<file path="config.mk">
export PLATFORM = sky130hd
export DESIGN_NAME = bus_slave_id_discovery_master
export DESIGN_NICKNAME = d
export VERILOG_FILES = /design/src/bsid_pkg.sv /design/src/bsid_table.sv /design/src/bsid_ctrl.sv /design/src/bus_slave_id_discovery_master.sv
export SDC_FILE = /design/constraint.sdc
export NUM_CORES = 2
export LEC_CHECK = 0
export ABC_AREA = 0
export BUFFER_PORTS_ARGS = -buffer_cell sky130_fd_sc_hd__buf_2
export CORE_MARGIN = 5
export CORE_UTILIZATION = 56
export CTS_CLUSTER_SIZE = 25
export DETAILED_ROUTE_END_ITERATION = 16
export PLACE_DENSITY = 0.86
export SYNTH_ARGS = -nofsm -noshare
export SYNTH_HDL_FRONTEND = slang
export SYNTH_SLANG_ARGS = --single-unit
</file>
<file path="constraint.sdc">
create_clock -name clk_i -period 7.1 [get_ports clk_i]
set_input_delay 0.355 -clock clk_i [delete_from_list [all_inputs] [get_ports clk_i]]
set_output_delay 0.355 -clock clk_i [all_outputs]
set_load 0.1 [all_outputs]
</file>
<file path="src/bsid_pkg.sv">
`timescale 1ns / 1ps
package bsid_pkg;

  localparam int unsigned TableDepth = 16;

  localparam logic [3:0] ST_IDLE         = 4'd0;
  localparam logic [3:0] ST_START        = 4'd1;
  localparam logic [3:0] ST_REPEAT       = 4'd2;
  localparam logic [3:0] ST_WAIT         = 4'd3;
  localparam logic [3:0] ST_VERIFY       = 4'd4;
  localparam logic [3:0] ST_RESET_START  = 4'd5;
  localparam logic [3:0] ST_RESET_REPEAT = 4'd6;
  localparam logic [3:0] ST_RESET_WAIT   = 4'd7;
  localparam logic [3:0] ST_FINISH       = 4'd8;

  localparam logic [2:0] FRAME_NONE   = 3'd0;
  localparam logic [2:0] FRAME_QUERY  = 3'd1;
  localparam logic [2:0] FRAME_ASSIGN = 3'd2;
  localparam logic [2:0] FRAME_RESET  = 3'd3;
  localparam logic [2:0] FRAME_VERIFY = 3'd4;

  localparam logic [1:0] NOTE_NONE  = 2'd0;
  localparam logic [1:0] NOTE_SLAVE = 2'd1;
  localparam logic [1:0] NOTE_DONE  = 2'd2;

  localparam logic [7:0] BCAST = 8'hFF;

  localparam logic [2:0] REG_REFRESH = 3'd0;
  localparam logic [2:0] REG_WINDOW  = 3'd1;
  localparam logic [2:0] REG_GUARD   = 3'd2;
  localparam logic [2:0] REG_QUERY   = 3'd3;
  localparam logic [2:0] REG_VERIFY  = 3'd4;
  localparam logic [2:0] REG_RESET   = 3'd5;

  // table search command and status
  typedef struct packed {
    logic start;   // begin match/append of held serial
    logic clear;   // drop all entries
  } tbl_cmd_t;

  typedef struct packed {
    logic done;    // search finished this cycle
    logic stored;  // entry written
  } tbl_sts_t;

endpackage

</file>
<file path="src/bsid_table.sv">
`timescale 1ns / 1ps
module bsid_table #(
  parameter int unsigned TABLE_DEPTH = bsid_pkg::TableDepth
) (
  input  logic                          clk_i,
  input  logic                          rst_ni,
  input  bsid_pkg::tbl_cmd_t            cmd_i,
  input  logic [63:0]                   ser_lo_i,
  input  logic [31:0]                   ser_hi_i,
  input  logic [7:0]                    id_i,
  output bsid_pkg::tbl_sts_t            sts_o,
  output logic [3:0]                    index_o,
  output logic [4:0]                    count_o
);
  localparam int unsigned IW = (TABLE_DEPTH > 1) ? $clog2(TABLE_DEPTH) : 1;
  localparam int unsigned CW = $clog2(TABLE_DEPTH + 1);

  logic [63:0] lo_mem [TABLE_DEPTH];
  logic [31:0] hi_mem [TABLE_DEPTH];
  logic [7:0]  id_mem [TABLE_DEPTH];

  logic          busy_q, busy_d;
  logic [CW-1:0] ptr_q, ptr_d;
  logic [CW-1:0] cnt_q, cnt_d;
  logic [63:0]   rd_lo_q;
  logic [31:0]   rd_hi_q;
  logic          rd_v_q, rd_v_d;
  logic [CW-1:0] rd_ptr_q;
  logic          wr_en;
  logic [IW-1:0] wr_idx;
  logic          hit;

  assign hit = rd_v_q && rd_lo_q == ser_lo_i && rd_hi_q == ser_hi_i;

  // Read one entry per cycle, compare the registered read next cycle.
  always_comb begin
    busy_d = busy_q;
    ptr_d  = ptr_q;
    cnt_d  = cnt_q;
    rd_v_d = 1'b0;
    wr_en  = 1'b0;
    wr_idx = '0;
    sts_o  = '0;
    index_o = '0;
    if (cmd_i.clear) begin
      cnt_d = '0;
    end else if (cmd_i.start) begin
      busy_d = 1'b1;
      ptr_d  = '0;
    end else if (busy_q) begin
      if (hit) begin
        wr_en  = 1'b1;
        wr_idx = rd_ptr_q[IW-1:0];
        busy_d = 1'b0;
        sts_o.done = 1'b1;
        sts_o.stored = 1'b1;
        index_o = 4'(rd_ptr_q);
      end else if (ptr_q < cnt_q) begin
        rd_v_d = 1'b1;
        ptr_d  = ptr_q + 1'b1;
      end else if (!rd_v_q) begin
        busy_d = 1'b0;
        sts_o.done = 1'b1;
        if (cnt_q < CW'(TABLE_DEPTH)) begin
          wr_en  = 1'b1;
          wr_idx = cnt_q[IW-1:0];
          cnt_d  = cnt_q + 1'b1;
          sts_o.stored = 1'b1;
          index_o = 4'(cnt_q);
        end
      end
    end
  end

  always_ff @(posedge clk_i) begin
    if (wr_en) begin
      lo_mem[wr_idx] <= ser_lo_i;
      hi_mem[wr_idx] <= ser_hi_i;
      id_mem[wr_idx] <= id_i;
    end
    rd_lo_q  <= lo_mem[ptr_q[IW-1:0]];
    rd_hi_q  <= hi_mem[ptr_q[IW-1:0]];
    rd_ptr_q <= ptr_q;
  end

  always_ff @(posedge clk_i or negedge rst_ni) begin
    if (!rst_ni) begin
      busy_q <= 1'b0;
      ptr_q  <= '0;
      cnt_q  <= '0;
      rd_v_q <= 1'b0;
    end else begin
      busy_q <= busy_d;
      ptr_q  <= ptr_d;
      cnt_q  <= cnt_d;
      rd_v_q <= rd_v_d;
    end
  end

  assign count_o = 5'(cnt_q);

  a_count_bound: assert property (@(posedge clk_i) disable iff (!rst_ni)
    cnt_q <= CW'(TABLE_DEPTH)) else $error("table count overflow");
  a_done_idle: assert property (@(posedge clk_i) disable iff (!rst_ni)
    sts_o.done |=> !busy_q) else $error("table busy after done");
  a_stored_done: assert property (@(posedge clk_i) disable iff (!rst_ni)
    sts_o.stored |-> sts_o.done) else $error("store without done");
endmodule

</file>
<file path="src/bsid_ctrl.sv">
`timescale 1ns / 1ps
module bsid_ctrl (
  input  logic               clk_i,
  input  logic               rst_ni,
  input  logic               in_valid_i,
  output logic               in_stall_o,
  input  logic               kind_i,
  input  logic [31:0]        now_ticks_i,
  input  logic               lock_granted_i,
  input  logic               send_ok_i,
  input  logic               recv_ok_i,
  input  logic [63:0]        serial_low_i,
  input  logic [31:0]        serial_high_i,
  input  logic [31:0]        refresh_period_i,
  input  logic [15:0]        window_time_i,
  input  logic [15:0]        window_guard_time_i,
  input  logic [7:0]         query_repeats_i,
  input  logic [7:0]         verify_repeats_i,
  input  logic [7:0]         reset_repeats_i,
  output bsid_pkg::tbl_cmd_t tcmd_o,
  output logic [63:0]        held_lo_o,
  output logic [31:0]        held_hi_o,
  output logic [7:0]         cur_id_o,
  input  bsid_pkg::tbl_sts_t tsts_i,
  input  logic [3:0]         tidx_i,
  input  logic [4:0]         tcount_i,
  output logic               out_valid_o,
  input  logic               out_stall_i,
  output logic [2:0]         frame_kind_o,
  output logic [7:0]         target_address_o,
  output logic [7:0]         assigned_id_o,
  output logic [63:0]        out_serial_low_o,
  output logic [31:0]        out_serial_high_o,
  output logic [1:0]         notify_o,
  output logic [3:0]         entry_index_o,
  output logic               release_bus_o,
  output logic [3:0]         state_code_o,
  output logic [4:0]         table_count_o
);
  localparam logic [1:0] P_IDLE = 2'd0;
  localparam logic [1:0] P_SRCH = 2'd1;
  localparam logic [1:0] P_OUT  = 2'd2;

  logic [1:0]  ph_q, ph_d;
  logic [3:0]  st_q, st_d;
  logic        rerun_q, rerun_d;
  logic [7:0]  id_q, id_d;
  logic [31:0] rstart_q, rstart_d, wstart_q, wstart_d;
  logic [8:0]  qleft_q, qleft_d;
  logic [8:0]  vleft_q, vleft_d, rleft_q, rleft_d;
  logic        seen_q, seen_d;
  logic [63:0] hlo_q, hlo_d;
  logic [31:0] hhi_q, hhi_d;
  logic [2:0]  fr_q, fr_d;
  logic [7:0]  tg_q, tg_d, aid_q, aid_d;
  logic        osel_q, osel_d;
  logic [1:0]  nt_q, nt_d;
  logic [3:0]  ei_q, ei_d;
  logic        rel_q, rel_d;
  logic        clr;
  logic        srch;
  logic        acc;
  logic [31:0] wel, rel_el;
  logic [16:0] win_sum;
  logic [7:0]  nid;

  assign in_stall_o = ph_q != P_IDLE;
  assign acc = in_valid_i && ph_q == P_IDLE;
  assign wel = now_ticks_i - wstart_q;
  assign rel_el = now_ticks_i - rstart_q;
  assign win_sum = {1'b0, window_time_i} + {1'b0, window_guard_time_i};
  assign nid = (id_q == 8'hFF) ? 8'd1 : id_q + 8'd1;

  always_comb begin
    ph_d = ph_q; st_d = st_q; rerun_d = rerun_q; id_d = id_q;
    rstart_d = rstart_q; wstart_d = wstart_q; qleft_d = qleft_q;
    vleft_d = vleft_q; rleft_d = rleft_q; seen_d = seen_q;
    hlo_d = hlo_q; hhi_d = hhi_q;
    fr_d = fr_q; tg_d = tg_q; aid_d = aid_q; osel_d = osel_q;
    nt_d = nt_q; ei_d = ei_q; rel_d = rel_q;
    clr = 1'b0; srch = 1'b0;
    if (ph_q == P_OUT) begin
      if (!out_stall_i) ph_d = P_IDLE;
    end else if (ph_q == P_SRCH) begin
      if (tsts_i.done) begin
        if (tsts_i.stored) begin
          nt_d = bsid_pkg::NOTE_SLAVE;
          ei_d = tidx_i;
        end
        ph_d = P_OUT;
      end
    end else if (acc) begin
      ph_d = P_OUT;
      fr_d = bsid_pkg::FRAME_NONE; tg_d = '0; aid_d = '0; osel_d = 1'b0;
      nt_d = bsid_pkg::NOTE_NONE; ei_d = '0; rel_d = 1'b0;
      if (kind_i) begin
        rerun_d = 1'b1;
      end else begin
        case (st_q)
          bsid_pkg::ST_IDLE: begin
            if ((rerun_q || (refresh_period_i != '0 && rel_el >= refresh_period_i))
                && lock_granted_i) st_d = bsid_pkg::ST_RESET_START;
          end
          bsid_pkg::ST_START: begin
            id_d = '0; rerun_d = 1'b0; rstart_d = now_ticks_i;
            qleft_d = {1'b0, query_repeats_i};
            st_d = bsid_pkg::ST_REPEAT;
          end
          bsid_pkg::ST_REPEAT: begin
            if (qleft_q != '0) begin
              qleft_d = qleft_q - 1'b1;
              fr_d = bsid_pkg::FRAME_QUERY; tg_d = bsid_pkg::BCAST;
              if (send_ok_i) begin
                seen_d = 1'b0; wstart_d = now_ticks_i; st_d = bsid_pkg::ST_WAIT;
              end
            end else begin
              st_d = bsid_pkg::ST_FINISH;
            end
          end
          bsid_pkg::ST_WAIT: begin
            if (!seen_q && recv_ok_i) begin
              hlo_d = serial_low_i; hhi_d = serial_high_i;
              id_d = nid; seen_d = 1'b1;
            end
            if (wel >= {15'd0, win_sum}) begin
              st_d = bsid_pkg::ST_REPEAT;
              if (seen_d) begin
                fr_d = bsid_pkg::FRAME_ASSIGN; tg_d = bsid_pkg::BCAST;
                aid_d = id_d; osel_d = 1'b1;
                if (send_ok_i) begin
                  if (qleft_q < 9'd255) qleft_d = qleft_q + 1'b1;
                  vleft_d = {1'b0, verify_repeats_i};
                  st_d = bsid_pkg::ST_VERIFY;
                end
              end
            end
          end
          bsid_pkg::ST_VERIFY: begin
            if (vleft_q != '0) begin
              vleft_d = vleft_q - 1'b1;
              fr_d = bsid_pkg::FRAME_VERIFY; tg_d = id_q; aid_d = id_q;
              if (send_ok_i && recv_ok_i) begin
                vleft_d = '0; srch = 1'b1; ph_d = P_SRCH;
              end
            end else begin
              st_d = bsid_pkg::ST_REPEAT;
            end
          end
          bsid_pkg::ST_RESET_START: begin
            rleft_d = {1'b0, reset_repeats_i}; clr = 1'b1;
            st_d = bsid_pkg::ST_RESET_REPEAT;
          end
          bsid_pkg::ST_RESET_REPEAT: begin
            if (rleft_q != '0) begin
              rleft_d = rleft_q - 1'b1;
              fr_d = bsid_pkg::FRAME_RESET; tg_d = bsid_pkg::BCAST;
              if (send_ok_i) begin
                wstart_d = now_ticks_i; st_d = bsid_pkg::ST_RESET_WAIT;
              end
            end else begin
              st_d = bsid_pkg::ST_START;
            end
          end
          bsid_pkg::ST_RESET_WAIT: begin
            if (wel >= {15'd0, window_guard_time_i, 1'b0})
              st_d = bsid_pkg::ST_RESET_REPEAT;
          end
          bsid_pkg::ST_FINISH: begin
            rstart_d = now_ticks_i; st_d = bsid_pkg::ST_IDLE;
            nt_d = bsid_pkg::NOTE_DONE; rel_d = 1'b1;
          end
          default: st_d = bsid_pkg::ST_IDLE;
        endcase
      end
    end
  end

  always_ff @(posedge clk_i or negedge rst_ni) begin
    if (!rst_ni) begin
      ph_q <= P_IDLE; st_q <= bsid_pkg::ST_IDLE; rerun_q <= 1'b1; id_q <= '0;
      rstart_q <= '0; wstart_q <= '0; qleft_q <= '0; vleft_q <= '0;
      rleft_q <= '0; seen_q <= 1'b0; hlo_q <= '0; hhi_q <= '0;
    end else begin
      ph_q <= ph_d; st_q <= st_d; rerun_q <= rerun_d; id_q <= id_d;
      rstart_q <= rstart_d; wstart_q <= wstart_d; qleft_q <= qleft_d;
      vleft_q <= vleft_d; rleft_q <= rleft_d; seen_q <= seen_d;
      hlo_q <= hlo_d; hhi_q <= hhi_d;
    end
  end

  always_ff @(posedge clk_i) begin
    fr_q <= fr_d; tg_q <= tg_d; aid_q <= aid_d; osel_q <= osel_d;
    nt_q <= nt_d; ei_q <= ei_d; rel_q <= rel_d;
  end

  assign tcmd_o.start = srch;
  assign tcmd_o.clear = clr;
  assign held_lo_o = hlo_q;
  assign held_hi_o = hhi_q;
  assign cur_id_o = id_q;

  assign out_valid_o = ph_q == P_OUT;
  assign frame_kind_o = fr_q;
  assign target_address_o = tg_q;
  assign assigned_id_o = aid_q;
  assign out_serial_low_o = osel_q ? hlo_q : '0;
  assign out_serial_high_o = osel_q ? hhi_q : '0;
  assign notify_o = nt_q;
  assign entry_index_o = ei_q;
  assign release_bus_o = rel_q;
  assign state_code_o = st_q;
  assign table_count_o = tcount_i;

  a_srch_from_verify: assert property (@(posedge clk_i) disable iff (!rst_ni)
    srch |-> st_q == bsid_pkg::ST_VERIFY) else $error("search outside verify");
  a_srch_ends: assert property (@(posedge clk_i) disable iff (!rst_ni)
    (ph_q == P_SRCH && tsts_i.done) |=> ph_q == P_OUT) else $error("search lost");
  a_no_accept_busy: assert property (@(posedge clk_i) disable iff (!rst_ni)
    ph_q != P_IDLE |-> in_stall_o) else $error("accept while busy");
  a_id_nonzero: assert property (@(posedge clk_i) disable iff (!rst_ni)
    (acc && st_q == bsid_pkg::ST_WAIT && !seen_q && recv_ok_i && !kind_i)
      |=> id_q != 8'd0) else $error("id wrapped to zero");
endmodule

</file>
<file path="src/bus_slave_id_discovery_master.sv">
`timescale 1ns / 1ps
// Each accepted item yields one registered result; a successful verify
//   read first runs a table search over the stored entries.
// Flow: in_stall_o holds new items until the previous result has left the output;
//   a verified slave is matched against the table (one entry compared per cycle).
// Reset: rst_ni asynchronous active low; sequencer idle, rerun pending,
//   table empty, registers at their documented defaults.
module bus_slave_id_discovery_master #(
  parameter int unsigned TABLE_DEPTH = bsid_pkg::TableDepth
) (
  input  logic        clk_i,
  input  logic        rst_ni,
  // APB configuration port
  input  logic        psel,
  input  logic        penable,
  input  logic        pwrite,
  input  logic [4:0]  paddr,
  input  logic [31:0] pwdata,
  output logic [31:0] prdata,
  output logic        pready,
  // item input
  input  logic        in_valid_i,
  output logic        in_stall_o,
  input  logic        kind_i,
  input  logic [31:0] now_ticks_i,
  input  logic        lock_granted_i,
  input  logic        send_ok_i,
  input  logic        recv_ok_i,
  input  logic [63:0] serial_low_i,
  input  logic [31:0] serial_high_i,
  // result output
  output logic        out_valid_o,
  input  logic        out_stall_i,
  output logic [2:0]  frame_kind_o,
  output logic [7:0]  target_address_o,
  output logic [7:0]  assigned_id_o,
  output logic [63:0] out_serial_low_o,
  output logic [31:0] out_serial_high_o,
  output logic [1:0]  notify_o,
  output logic [3:0]  entry_index_o,
  output logic        release_bus_o,
  output logic [3:0]  state_code_o,
  output logic [4:0]  table_count_o
);
  logic [31:0] refresh_q;
  logic [15:0] window_q, guard_q;
  logic [7:0]  qrep_q, vrep_q, rrep_q;
  logic        wr;
  logic [2:0]  ridx;

  bsid_pkg::tbl_cmd_t tcmd;
  bsid_pkg::tbl_sts_t tsts;
  logic [63:0] hlo;
  logic [31:0] hhi;
  logic [7:0]  cid;
  logic [3:0]  tidx;
  logic [4:0]  tcnt;

  assign pready = 1'b1;
  assign wr = psel && penable && pwrite;
  assign ridx = paddr[4:2];

  // Configuration registers: write on the access phase.
  always_ff @(posedge clk_i or negedge rst_ni) begin
    if (!rst_ni) begin
      refresh_q <= '0;
      window_q  <= 16'd100;
      guard_q   <= 16'd20;
      qrep_q    <= 8'd3;
      vrep_q    <= 8'd3;
      rrep_q    <= 8'd2;
    end else if (wr) begin
      case (ridx)
        bsid_pkg::REG_REFRESH: refresh_q <= pwdata;
        bsid_pkg::REG_WINDOW:  window_q  <= pwdata[15:0];
        bsid_pkg::REG_GUARD:   guard_q   <= pwdata[15:0];
        bsid_pkg::REG_QUERY:   qrep_q    <= pwdata[7:0];
        bsid_pkg::REG_VERIFY:  vrep_q    <= pwdata[7:0];
        bsid_pkg::REG_RESET:   rrep_q    <= pwdata[7:0];
        default: ;
      endcase
    end
  end

  always_comb begin
    case (ridx)
      bsid_pkg::REG_REFRESH: prdata = refresh_q;
      bsid_pkg::REG_WINDOW:  prdata = {16'd0, window_q};
      bsid_pkg::REG_GUARD:   prdata = {16'd0, guard_q};
      bsid_pkg::REG_QUERY:   prdata = {24'd0, qrep_q};
      bsid_pkg::REG_VERIFY:  prdata = {24'd0, vrep_q};
      bsid_pkg::REG_RESET:   prdata = {24'd0, rrep_q};
      default:               prdata = '0;
    endcase
  end

  // Sequencer: steps the discovery states, one item at a time.
  bsid_ctrl u_ctrl (
    .clk_i, .rst_ni, .in_valid_i, .in_stall_o,
    .kind_i, .now_ticks_i, .lock_granted_i, .send_ok_i, .recv_ok_i,
    .serial_low_i, .serial_high_i,
    .refresh_period_i(refresh_q), .window_time_i(window_q),
    .window_guard_time_i(guard_q), .query_repeats_i(qrep_q),
    .verify_repeats_i(vrep_q), .reset_repeats_i(rrep_q),
    .tcmd_o(tcmd), .held_lo_o(hlo), .held_hi_o(hhi), .cur_id_o(cid),
    .tsts_i(tsts), .tidx_i(tidx), .tcount_i(tcnt),
    .out_valid_o, .out_stall_i, .frame_kind_o, .target_address_o,
    .assigned_id_o, .out_serial_low_o, .out_serial_high_o, .notify_o,
    .entry_index_o, .release_bus_o, .state_code_o, .table_count_o
  );

  // Slave table: serial search one entry per cycle, then update or, if not full, append.
  bsid_table #(.TABLE_DEPTH(TABLE_DEPTH)) u_table (
    .clk_i, .rst_ni, .cmd_i(tcmd), .ser_lo_i(hlo), .ser_hi_i(hhi),
    .id_i(cid), .sts_o(tsts), .index_o(tidx), .count_o(tcnt)
  );
endmodule
</file>
Yosys cells after proc, flatten, opt, wreduce, memory -nomap -nowiden
Memory sizes are Yosys's and may differ from the RTL's. A register that Yosys moved wholly into a read port is not among the register bits. Cells that the tools add are included.

Output and inout port bits: 166. Register bits after elaboration: 334. Word-level logic and storage cells: 286. Memories: 2. Input port bits: 176. Bits in writable memories: 1536.

Memory list: u_table.lo_mem (depth 16, width 64, read ports 1, clocked after memory_dff 1, write ports 1, line bsid_table.sv:18) `logic [63:0] lo_mem [TABLE_DEPTH];`; u_table.hi_mem (depth 16, width 32, read ports 1, clocked after memory_dff 1, write ports 1, line bsid_table.sv:19) `logic [31:0] hi_mem [TABLE_DEPTH];`.

Multiplexer cells: 137. Add/subtract/negate cells: 10. Magnitude comparators: 6. Eq/ne operators: 40. Bitwise gates (word level): 6. Reduce and logical (&&, ||, !) cells: 55.

Operators with widths (count): $pmux 32 s6 (1); $mux 32 (4); $mux 9 (11); $mux 4 (20); $mux 8 (9); $eq 64x64->1 (1); $ge 32x17->1 (2); $mux 64 (1); $pmux 32 s2 (1); $sub 32x32->32 (2); $mux 5 (11); $mux 2 (23); $mux 1 (44); $pmux 9 s2 (2); $eq 32x32->1 (1); $ge 32x32->1 (1); $pmux 4 s8 (1); $pmux 8 s2 (2); $pmux 8 s4 (1); $reduce_bool 32->1 (1); $pmux 9 s3 (1); $reduce_bool 9->1 (3); $sub 9x1->9 const B (3); $reduce_bool 2->1 (12); other kinds (41) (96).

Longest topological paths before layout
Depth after elaboration: 13. Gate-level depth with buffers: 27. Depth with buffers taken out: 27.

Cells and area by module
A second synthesis with hierarchy kept.

Cells, all modules: 4535. Area, all modules: 82217.6 um^2.

Modules (own cells, without submodules): bsid_table (instances 1, cells an instance 2529, area an instance 61629.1 um^2, seq. area each 48426.4 um^2); bsid_ctrl (instances 1, cells an instance 1712, area an instance 16548.4 um^2, seq. area each 5891.9 um^2); bus_slave_id_discovery_master (instances 1, cells an instance 294, area an instance 4040.1 um^2, seq. area each 2214.6 um^2).

Least setup slack after synthesis
No wires, ideal clock.

Path kind: reg2reg. Start: register u_ctrl.ph_q[0]. End: memory u_table.hi_mem[0][0], enable pin. Stages on the path, launching flop included: 12. Path buffers: 3. Arrival time: 6935 ps. Slack: -387 ps. Clock period less this slack: 7487 ps. Setup time: 552 ps. Required time: 6548 ps. Cell sequence: dfrtp_1 -> inv_1 -> ha_1 -> clkbuf_1 -> nor4_1 -> and2_0 -> clkbuf_1 -> nand2b_1 -> or2_2 -> clkbuf_1 -> a21oi_1 -> nor2_1.

Elaborated cells on any way between the ends: 16. Those cells by class: 2 x eq/ne; 12 x mux; 2 x reduce/logical.

RTL lines: from (decl) (line bsid_ctrl.sv:44) `logic [1:0] ph_q, ph_d;`; from (signal assigned) (line bsid_ctrl.sv:184) `ph_q <= ph_d; st_q <= st_d; rerun_q <= rerun_d; id_q <= id_d;`; $eq 2x2->1 (*); via out_valid_o (line bus_slave_id_discovery_master.sv:32) `output logic out_valid_o,`; $mux 1 (line bsid_ctrl.sv:82) `if (ph_q == P_OUT) begin`; $mux 1 (line bsid_table.sv:47) `end else if (cmd_i.start) begin`; $mux 1 (line bsid_table.sv:45) `if (cmd_i.clear) begin`; $mux 1; $mux 1 (implied by the code) (line bsid_table.sv:78) `hi_mem[wr_idx] <= ser_hi_i;`; to (decl) (line bsid_table.sv:19).

The timed path passes the listed nets; every way through them passes the cells marked *.

Worst setup path in the final report
Start: register u_ctrl.hhi_q[18], in the netlist u_ctrl.held_hi_o[18]. End: memory u_table.lo_mem[14][50], enable pin.

Word-level cells in the longest chain between the ends: 8. Elaborated cells on any way between the ends: 12. Those cells by class: 1 x eq/ne; 10 x mux; 1 x reduce/logical.

Ends and longest elaborated chain: from (decl) (line bsid_ctrl.sv:53) `logic [31:0] hhi_q, hhi_d;`; from (signal assigned) (line bsid_ctrl.sv:187) `hlo_q <= hlo_d; hhi_q <= hhi_d;`; $eq 32x32->1 (*) (line bsid_table.sv:33) `assign hit = rd_v_q && rd_lo_q == ser_lo_i && rd_hi_q == ser_hi_i;`; $logic_and 1x1->1 (*) (line bsid_table.sv:33); $mux 1 (line bsid_table.sv:51) `if (hit) begin`; $mux 1 (line bsid_table.sv:50) `end else if (busy_q) begin`; $mux 1 (line bsid_table.sv:47); $mux 1 (line bsid_table.sv:45); $mux 1; $mux 1 (implied by the code) (line bsid_table.sv:77) `lo_mem[wr_idx] <= ser_lo_i;`; to (decl) (line bsid_table.sv:18).

Mark *: on every way between the ends. The rest lies on a longest branch, timed or not.

==> metrics.cfg <==
[detailed_routing]
antenna_left=0
initialDrtViolationCount=6577
drt_wl_total_mm=238
via_per_inst=6.74
wl_per_cell_um=32.8
via_count=49100
first_pass_iters=7
drcViolationCount=0

[worst_setup_path]
crit_path_end_kind=register
cp-start-kind=register
r2r_slack_ns=0.77
reg2reg_to=u_table.lo_mem[14][50]
crit_fanout=43
startpoint=u_ctrl.held_hi_o[18]
r2r_start=u_ctrl.held_hi_o[18]
arrival_ns=6.75
worstRegToRegCells=11
critPathKind=register to register
cp.required_ns=7.52

[clock_network]
cts_buffers=190
htreeDepth=4
clockRootBuffer=clkbuf_16
cts_tree=done
clk_pin_slew_ns=0.06
cts_buffer_depth=3
clk_latency_ns=0.89
post_cts_buffers=0
clkSinkCount=1966

[floorplan]
die_x_um=392
initial_core_util=0.562
die_h_um=392
row_count=140
io_pins=342
design.core.area_um2=145000
dieArea_um2=154000

[place]
dp_hpwl_mm=125
place.gp.congestion=0.929
numPortBuffers=338

[min_path]
min_delay_worst_endpoint=u_ctrl.vleft_q[8]
hold_start=send_ok_i
hp-class=primary input to register
hold_depth=4

[sta]
fin_crit_sh=0.891
slew_violations=0
max_freq_mhz=158
timing.hold.ws_ns=0.106
min_period_ns=6.33
finClkSkew_ns=0.103
relSlewSlack=0.115
grt_setup_unrepaired=no
max_slew.worst_pin.slew_ns=1.32
setup_viol=0
hold_viol_final=0

[global_routing]
grt_pass1_wl_mm=344
antenna_found_initial=11
grt_max_degree=152
overflow=0
grt_use_total=0.311
grt_pass1_vias=50200

[logic_synthesis]
synth-adder-area-share=0.0258
yosys.area.top_type=edfxtp_1
syn_area_per_cell_um2=17.8
mappedNetlistNets=4927
synth_top_area_share=0.575
synth_edf_count=1563
synthArstFlopShare=0.154
synth_area_leaders=edfxtp_1 57%, mux4_2 13%, dfrtp_1 8.9%, mux2_2 2.9%, ha_1 2.5%
netlist_area_um2=81700
synth_top_family_by_area=multiplexers
ys_seq_elements=1966
synth-simple-area-share=0.0430
synthXorXnorAreaFrac=0.0155
ys_types=87
synth_cells=4585
yosysSeqAreaShare=0.692
ys.flop_type=edfxtp_1
synth_compound_area_frac=0.0413
synth_mux_area_frac=0.165
yosys_warnings=0

[cells_and_area]
areaGrowthSynthToFinish_pct=15.8
fin_util=0.651
drive_gt1_frac=0.281
nFillCells=8957
num-nets-final=5527

[run]
drv_cap=0

[power]
power_density_nw_per_um2=401
p_leak_nw=33.8
peakVddDrop_uv=328

[outcome]
status=complete, no violations

routing by layer:
metal,GRT usage,up-vias,part of all wire
met4,0.174,0,0.066
met3,0.0765,922,0.11
met5,0,-,0
met2,0.509,4064,0.49
met1,0.384,24700,0.33
li1,-,19300,-
critical path, cell delays in order (launching register included):
cell	delay [ns]
dfrtp_1	0.76
xor2_1	0.30
nor4_1	0.89
nand3_1	0.18
nor4_1	0.22
nand3_1	0.16
nor3_2	1.00
a22oi_1	0.37
nor2_1	0.28
nand2_1	0.29
nor2_4	0.53
buf_4	0.84
stage by stage:
| step | TNS [ns] | setup slack, ns | total power, mW | cell area, um2 | cells |
|---|---|---|---|---|---|
| floorplan | -184.01 | -0.387 | 23.3 | 81700 | 4585 |
| global placement | 0 | 1.06 | 26.2 | 86300 | 6745 |
| detailed placement | 0 | 1.05 | 26.6 | 86300 | 6745 |
| CTS | 0 | 1.08 | 37.7 | 94600 | 7270 |
| global route | 0 | 0.570 | 39.3 | 94600 | 7271 |
| finish | 0 | 0.772 | 37.9 | 94600 | 7275 |
cells in the final DEF (no fill, tap or decap), types with 119 or more instances in the layout:
master	synthesis	routed
dfrtp_1	292	288
dlygate4sd3_1	0	165
clkbuf_16	0	190
inv_1	170	170
nor2_1	163	146
ha_1	162	162
a21oi_1	137	137
nand2_1	160	160
mux4_2	481	481
mux2_2	211	211
buf_2	1	337
and2_1	119	119
edfxtp_1	1563	1563
o21ai_0	139	139
how the worst max path moves through the flow:
| stage | endpoint | slack, ns |
|---|---|---|
| floorplan | u_table.hi_mem[0][0] | -0.39 |
| detailed placement | u_ctrl.state_code_o[0] | 1.05 |
| finish | u_table.lo_mem[14][50] | 0.77 |
| global placement | u_ctrl.state_code_o[0] | 1.06 |
| global route | u_ctrl.vleft_q[4] | 0.57 |
| CTS | u_ctrl.vleft_q[4] | 1.08 |
area by class of cell:
cell class / count / area, um2 / area share
sequential: 1966 / 56500 / 0.598
clock buffer: 234 / 5030 / 0.0532
inverter: 172 / 646 / 0.00682
multi-input combinational: 2253 / 23900 / 0.253
timing repair buffer: 602 / 4410 / 0.0466
antenna: 5 / 12.5 / 0.000132
tap: 1917 / 2400 / 0.0254
clock inverter: 126 / 1640 / 0.0174
cell usage after synthesis (11+ instances only):
master / instances
nand2_1: 160
nand2b_1: 26
a31oi_1: 12
nor2b_1: 26
o22ai_1: 12
o211ai_1: 12
mux4_2: 481
edfxtp_1: 1563
dfxtp_1: 100
nand3_1: 44
dfstp_2: 11
dfrtp_1: 292
inv_1: 170
ha_1: 162
mux2_2: 211
xor2_1: 35
clkbuf_1: 153
mux2i_1: 28
o31ai_1: 11
xnor2_1: 110
a21oi_1: 137
nor2_1: 163
buf_1: 38
o21ai_0: 139
o21bai_1: 16
and2_1: 119
nand4_1: 44
a211oi_1: 16
a21o_1: 60
nor4_1: 26
nor3_1: 33
cells by family after synthesis:
group	count (synthesis)
compound gates	525
xor+xnor	145
fa+ha+maj	166
buf+inv	366
flops	1966
mux	720
other cells	1
simple gates	696
flip-flops by register name, summed over array words and instances (netlist names), 16 cells and up:
name and cells:
u_ctrl.rstart_q 32, refresh_q 32, guard_q 16, u_table.rd_lo_q 64, u_ctrl.wstart_q 32, u_table.rd_hi_q 32
u_ctrl.held_hi_o 32, u_table.hi_mem 512, u_table.lo_mem 1024, window_q 16, u_ctrl.held_lo_o 64
where the power goes:
group	internal (mW)	total (mW)	switching (mW)
Sequential	14.3	15.9	1.60
Clock	6.08	10.9	4.80
Combinational	4.45	11.1	6.65
repair_timing:
| item | in CTS | in global routing |
|---|---|---|
| hold buffers | 165 | 0 |
| endpoints found under the hold margin | 356 | 0 |
| endpoints found under the setup margin | 0 | 0 |
| resized for setup | 0 | 0 |
Note: power is estimated with default switching activity, not from simulation.
